### src/rtl/text_scrollback_line_ring_defines.svh
// Assertion macros for the scrollback ring RTL.
// Each macro expands to one labeled concurrent assertion, or to nothing when
// SYNTH is defined.
`ifndef TEXT_SCROLLBACK_LINE_RING_DEFINES_SVH
`define TEXT_SCROLLBACK_LINE_RING_DEFINES_SVH

`ifndef SYNTH
`define TSR_ASSERT_SAME(label, clk, rstn, ante, cons) \
    label: assert property (@(posedge clk) disable iff (!(rstn)) (ante) |-> (cons)) \
        else $error("scrollback ring assertion failed");
`define TSR_ASSERT_NEXT(label, clk, rstn, ante, cons) \
    label: assert property (@(posedge clk) disable iff (!(rstn)) (ante) |=> (cons)) \
        else $error("scrollback ring assertion failed");
`else
`define TSR_ASSERT_SAME(label, clk, rstn, ante, cons)
`define TSR_ASSERT_NEXT(label, clk, rstn, ante, cons)
`endif

`endif

### src/rtl/tsr_pkg.sv
package tsr_pkg;

    // Default geometry of the ring.
    localparam int RING_ROWS_DEF    = 32;
    localparam int LINE_COLUMNS_DEF = 30;

    // Stream widths.
    localparam int S_TDATA_W = 24;
    localparam int S_TUSER_W = 2;
    localparam int M_TDATA_W = 40;
    localparam int M_TUSER_W = 2;

    // Result field widths.
    localparam int F_ROW_W  = 5;
    localparam int F_COL_W  = 5;
    localparam int F_CHAR_W = 8;
    localparam int F_LEN_W  = 5;
    localparam int F_HEAD_W = 5;
    localparam int F_CNT_W  = 6;

    // Input opcodes.
    localparam logic [1:0] OP_BEGIN = 2'd0;
    localparam logic [1:0] OP_CHAR  = 2'd1;
    localparam logic [1:0] OP_END   = 2'd2;
    localparam logic [1:0] OP_READ  = 2'd3;

    // Result kinds.
    localparam logic [1:0] KIND_START = 2'd0;
    localparam logic [1:0] KIND_WRITE = 2'd1;
    localparam logic [1:0] KIND_CLOSE = 2'd2;
    localparam logic [1:0] KIND_READ  = 2'd3;

    // Character constants.
    localparam logic [7:0] CHAR_USER    = 8'h55;
    localparam logic [7:0] CHAR_AGENT   = 8'h48;
    localparam logic [7:0] CHAR_COLON   = 8'h3A;
    localparam logic [7:0] CHAR_SPACE   = 8'h20;
    localparam logic [7:0] CHAR_NEWLINE = 8'h0A;

    // Datapath events.
    typedef logic [2:0] ev_t;
    localparam ev_t EV_CLEAR = 3'd0;
    localparam ev_t EV_START = 3'd1;
    localparam ev_t EV_PUT   = 3'd2;
    localparam ev_t EV_CLOSE = 3'd3;
    localparam ev_t EV_READ  = 3'd4;

    // Source of the character written by a put event.
    typedef logic [1:0] csel_t;
    localparam csel_t CS_ITEM  = 2'd0;
    localparam csel_t CS_ROLE  = 2'd1;
    localparam csel_t CS_COLON = 2'd2;
    localparam csel_t CS_SPACE = 2'd3;

    typedef struct packed {
        logic  capture;   // latch the accepted item
        logic  plan;      // work out final head and count, read row, length read
        logic  rd_read;   // read length and store at the read row
        logic  emit;      // produce one result and apply its state update
        ev_t   ev;
        csel_t csel;
        logic  last;
    } tsr_cmd_t;

    typedef struct packed {
        logic [1:0] op;
        logic       wrap;      // write column is past the line end
        logic       newline;   // item character is a newline
        logic       out_free;  // result register can take a result now
    } tsr_sts_t;

endpackage

### src/rtl/tsr_ctrl.sv
module tsr_ctrl (
    input  logic              aclk,
    input  logic              aresetn,
    input  logic              s_tvalid,
    output logic              s_tready,
    input  tsr_pkg::tsr_sts_t sts,
    output tsr_pkg::tsr_cmd_t cmd
);

    localparam logic [3:0] ST_IDLE  = 4'd0;
    localparam logic [3:0] ST_PLAN  = 4'd1;
    localparam logic [3:0] ST_CLEAR = 4'd2;
    localparam logic [3:0] ST_PFX0  = 4'd3;
    localparam logic [3:0] ST_PFX1  = 4'd4;
    localparam logic [3:0] ST_PFX2  = 4'd5;
    localparam logic [3:0] ST_WRAP  = 4'd6;
    localparam logic [3:0] ST_CHAR  = 4'd7;
    localparam logic [3:0] ST_NLINE = 4'd8;
    localparam logic [3:0] ST_CLOSE = 4'd9;
    localparam logic [3:0] ST_RADDR = 4'd10;
    localparam logic [3:0] ST_READ  = 4'd11;

    logic [3:0] state_reg;
    logic [3:0] state_next;

    always_ff @(posedge aclk) begin
        if (!aresetn) begin
            state_reg <= ST_IDLE;
        end else begin
            state_reg <= state_next;
        end
    end

    assign s_tready = (state_reg == ST_IDLE);

    always_comb begin
        state_next  = state_reg;
        cmd         = '0;
        cmd.capture = s_tready && s_tvalid;
        case (state_reg)
            ST_IDLE: begin
                if (s_tvalid) begin
                    state_next = ST_PLAN;
                end
            end
            ST_PLAN: begin
                cmd.plan = 1'b1;
                case (sts.op)
                    tsr_pkg::OP_BEGIN: state_next = ST_CLEAR;
                    tsr_pkg::OP_CHAR: begin
                        if (sts.wrap) begin
                            state_next = ST_WRAP;
                        end else if (sts.newline) begin
                            state_next = ST_NLINE;
                        end else begin
                            state_next = ST_CHAR;
                        end
                    end
                    tsr_pkg::OP_END: state_next = ST_CLOSE;
                    default:         state_next = ST_RADDR;
                endcase
            end
            ST_CLEAR: begin
                cmd.ev   = tsr_pkg::EV_CLEAR;
                cmd.emit = sts.out_free;
                if (sts.out_free) begin
                    state_next = ST_PFX0;
                end
            end
            ST_PFX0: begin
                cmd.ev   = tsr_pkg::EV_PUT;
                cmd.csel = tsr_pkg::CS_ROLE;
                cmd.emit = sts.out_free;
                if (sts.out_free) begin
                    state_next = ST_PFX1;
                end
            end
            ST_PFX1: begin
                cmd.ev   = tsr_pkg::EV_PUT;
                cmd.csel = tsr_pkg::CS_COLON;
                cmd.emit = sts.out_free;
                if (sts.out_free) begin
                    state_next = ST_PFX2;
                end
            end
            ST_PFX2: begin
                cmd.ev   = tsr_pkg::EV_PUT;
                cmd.csel = tsr_pkg::CS_SPACE;
                cmd.last = 1'b1;
                cmd.emit = sts.out_free;
                if (sts.out_free) begin
                    state_next = ST_IDLE;
                end
            end
            ST_WRAP: begin
                cmd.ev   = tsr_pkg::EV_START;
                cmd.emit = sts.out_free;
                if (sts.out_free) begin
                    state_next = sts.newline ? ST_NLINE : ST_CHAR;
                end
            end
            ST_CHAR: begin
                cmd.ev   = tsr_pkg::EV_PUT;
                cmd.csel = tsr_pkg::CS_ITEM;
                cmd.last = 1'b1;
                cmd.emit = sts.out_free;
                if (sts.out_free) begin
                    state_next = ST_IDLE;
                end
            end
            ST_NLINE: begin
                cmd.ev   = tsr_pkg::EV_START;
                cmd.last = 1'b1;
                cmd.emit = sts.out_free;
                if (sts.out_free) begin
                    state_next = ST_IDLE;
                end
            end
            ST_CLOSE: begin
                cmd.ev   = tsr_pkg::EV_CLOSE;
                cmd.last = 1'b1;
                cmd.emit = sts.out_free;
                if (sts.out_free) begin
                    state_next = ST_IDLE;
                end
            end
            ST_RADDR: begin
                cmd.rd_read = 1'b1;
                state_next  = ST_READ;
            end
            ST_READ: begin
                cmd.ev   = tsr_pkg::EV_READ;
                cmd.last = 1'b1;
                cmd.emit = sts.out_free;
                if (sts.out_free) begin
                    state_next = ST_IDLE;
                end
            end
            default: begin
                state_next = ST_IDLE;
            end
        endcase
    end

endmodule

### config.mk
export PLATFORM = sky130hd
export DESIGN_NAME = tsr_ctrl
export DESIGN_NICKNAME = d
export VERILOG_FILES = /design/src/rtl/text_scrollback_line_ring_defines.svh /design/src/rtl/tsr_pkg.sv /design/src/rtl/tsr_ctrl.sv
export SDC_FILE = /design/constraint.sdc
export NUM_CORES = 1
export LEC_CHECK = 0
export BUFFER_PORTS_ARGS = -buffer_cell sky130_fd_sc_hd__buf_2
export CAP_MARGIN = 20
export CORE_ASPECT_RATIO = 0.7
export CORE_UTILIZATION = 31
export CTS_CLUSTER_DIAMETER = 40
export CTS_CLUSTER_SIZE = 30
export DETAILED_ROUTE_END_ITERATION = 10
export PLACE_DENSITY = 0.56
export RECOVER_POWER = 25
export SYNTH_ARGS = -nofsm -noshare
export SYNTH_HDL_FRONTEND = slang
export SYNTH_SLANG_ARGS = --single-unit
### constraint.sdc
create_clock -name aclk -period 1.85 [get_ports aclk]
set_input_delay 0.185 -clock aclk [delete_from_list [all_inputs] [get_ports aclk]]
set_output_delay 0.185 -clock aclk [all_outputs]
set_load 0.01 [all_outputs]
==> flow_summary.json <==
{
  "cts.sink_count": 4,
  "rsz0062_at_grt": "false",
  "period_needed_ns": 1.70,
  "num_vias": 683,
  "yosysWarningCount": 0,
  "share_seq_of_total_power_pct": 25.7,
  "grt_first_pass_wirelength_mm": 2.59,
  "power.internal_mw": 0.356,
  "timing.critical_path.required_ns": 1.66,
  "worstPathCellList": "clkbuf_2 -> nand2b_4 -> nand2_1 -> a21o_1 -> buf_2",
  "postSynthAreaPerCell_um2": 7.20,
  "n_antenna_cell": 0,
  "postSynthRegisterBits": 4,
  "die_h_um": 38.5,
  "tritoncts.num_buffers": 3,
  "postSynth.topFlopCell": "sky130_fd_sc_hd__dfxtp_1",
  "post_synthesis_async_set_or_reset_flop_share_pct": 0,
  "clock_slew_at_the_register_clock_pins_of_the_worst_setup_and_hold_paths_ns": 0.04,
  "power.share.combinational_pct": 57.2,
  "power.share.clock_pct": 17.2,
  "pin_count_of_the_biggest_net_entering_global_routing": 18,
  "timing.final.setup_violations": 0,
  "fin_nets": 108,
  "vdd.ir_drop.worst_v": 0.000323,
  "gp_congestion": 0.820,
  "cts_hold_buffers": 0,
  "cp-start-kind": "flop",
  "iter_0_drt_violations": 14,
  "ys_seq_area_share_pct": 13.6,
  "timing.max_cap.violations": 0,
  "timing_hold_violations_final": 0,
  "route.detailed.wl_per_inst_um": 13.5,
  "rows": 12,
  "end_kind": "primary output",
  "postPlaceCellArea_um2": 681,
  "synth_area_leaders": "sky130_fd_sc_hd__dfxtp_1 14%, sky130_fd_sc_hd__nor2_1 7.0%, sky130_fd_sc_hd__nand2b_1 6.4%",
  "netlist_instances": 82,
  "post_layout_power_mw": 0.661,
  "detail-route-antenna-nets": 0,
  "critical_path_fanout_max": 14,
  "hold_path.class": "input port to flop",
  "area.growth.synth_to_final_pct": 19.3,
  "vias_in_the_first_global_route": 538,
  "area_inside_the_core_boundary_mm2": 0.00168,
  "synth.cells.most_frequent": "11 x sky130_fd_sc_hd__nor2_1, 6 x sky130_fd_sc_hd__nand2b_1",
  "power.share.switching_pct": 46.1,
  "ios": 19,
  "timing.critical_path.slowest_stage_cell": "sky130_fd_sc_hd__dfxtp_1",
  "clockRootBuffer": "sky130_fd_sc_hd__clkbuf_4",
  "timing_worst_setup_path_type": "flop to primary output",
  "io_buffers": 18,
  "route.detailed.drc": 0,
  "switching_power_mw": 0.305,
  "final.hold.worst_slack_ns": 0.204,
  "globalRouteTotalUtil_pct": 17.9,
  "clock-skew-final_ns": 0.00290,
  "finalWirelength_mm": 1.61,
  "synth_largest_type_area_fraction_pct": 13.6,
  "insertion_delay_of_the_later_clocked_pin_in_the_worst_skew_pair_ns": 0.24,
  "maximum_cell_stage_delay_along_the_critical_path_ns": 0.48,
  "initial_antenna_violation_count": 0,
  "synth_edf_count": 0,
  "clock_tree.htree_level_count": 1,
  "clock_path_buffers": 2,
  "synth.largest_area_cell": "sky130_fd_sc_hd__dfxtp_1",
  "ys_types": 39,
  "net_count_after_synthesis": 90,
  "tritoncts_clock_tree": "built",
  "static-leakage-power_nw": 0.331,
  "place_hpwl_mm": 1.18,
  "fmax_mhz": 587,
  "overflow": 0,
  "initial_utilization_pct": 35.1,
  "area_of_the_mapped_netlist_um2": 591,
  "path_delay_family": "buffers and inverters",
  "die_width_um": 54.2,
  "fraction_of_layout_cells_with_a_size_suffix_above_1_pct": 32.7,
  "critical_path_buf_inv_count": 2,
  "max_slew_headroom_pct": 76.1,
  "powerDensity_mw_per_mm2": 938,
  "finalMaxSlewViolations": 0,
  "vias_per_cell": 5.74,
  "final_cell_area_um2": 704,
  "die_area_mm2": 0.00209,
  "period_utilisation_layout_pct": 92.0,
  "setup_total_negative_slack_ns": 0,
  "drt_first_pass_iters": 4,
  "synth.most_common_cell": "sky130_fd_sc_hd__nor2_1",
  "timing_worst_slew_pin_value_ns": 0.359,
  "largest_reg_flops": 4,
  "worst-endpoint-arrival_ns": 1.52,
  "post_cts_resized": 0,
  "status": "finished, final reports clean",
  "cts.repair_timing.setup_buffer_count": 0
}
## worst paths after layout
path,start,slack [ns],end,cells after the start
max reg2reg,state_reg[2],0.16,state_reg[3],5
max,state_reg[2],0.15,cmd[0],5
min,aresetn,0.20,state_reg[1],2
min reg2reg,state_reg[1],0.68,state_reg[2],2
## area by class of cell
type,instances,area (um^2)
fillers,186,977
well taps,21,26.3
repair buffers,22,116
multi-input cells,65,442
flip-flops and latches,4,82.6
inverters,4,15.0
clock buffers,3,22.5
## per-layer routing
metal | vias to the layer above | GRT usage, % | routed length [um]
li1 | 338 | - | -
met1 | 307 | 26.2 | 823
met2 | 38 | 25.6 | 621
met3 | 0 | 5.95 | 161
met4 | 0 | 1.92 | 0
met5 | - | 0 | 0
## metrics by stage
stage	std cells	utilization [%]	setup WS (ns)
CTS	119	41.8	0.0437
global placement	116	40.5	0.294
detailed placement	116	40.5	0.273
global route	119	41.9	0.0374
floorplan	82	-	0.292
finish	119	41.9	0.147
## power groups by stage
stage | Sequential (mW) | Combinational (mW) | Clock [mW]
2_1_floorplan | 0.120 | 0.325 | 0
3_3_place_gp | 0.166 | 0.385 | 0
3_5_place_dp | 0.167 | 0.379 | 0
4_1_cts | 0.166 | 0.381 | 0.114
5_1_grt | 0.175 | 0.415 | 0.129
6_report | 0.170 | 0.378 | 0.113
## logic make-up (layout without fill, tap and decap cells)
| logic type | Yosys count | in the layout | share of synthesized area (%) |
|---|---|---|---|
| AOI/OAI and AO/OA | 31 | 31 | 38.6 |
| xor gates and xnor gates | 1 | 1 | 1.48 |
| buffers and inverters | 13 | 29 | 12.1 |
| DFF | 4 | 4 | 13.6 |
| muxes | 1 | 1 | 1.69 |
| and+or+nand+nor | 32 | 32 | 32.6 |
## cell usage in the layout, fill, tap and decap left out, types with 2 or more instances in the layout
cell type,count
sky130_fd_sc_hd__nand2b_1,5
sky130_fd_sc_hd__nand2_1,2
sky130_fd_sc_hd__a31oi_1,3
sky130_fd_sc_hd__a21o_1,3
sky130_fd_sc_hd__nor2_1,11
sky130_fd_sc_hd__dfxtp_1,2
sky130_fd_sc_hd__clkbuf_4,3
sky130_fd_sc_hd__a221oi_1,2
sky130_fd_sc_hd__inv_1,4
sky130_fd_sc_hd__nor4_1,2
sky130_fd_sc_hd__dfxtp_2,2
sky130_fd_sc_hd__o21ai_0,4
sky130_fd_sc_hd__buf_2,17
sky130_fd_sc_hd__a21oi_1,4
sky130_fd_sc_hd__buf_4,3
sky130_fd_sc_hd__nor2b_1,3
sky130_fd_sc_hd__nor3_1,3
(Power assumes the default switching activity.)
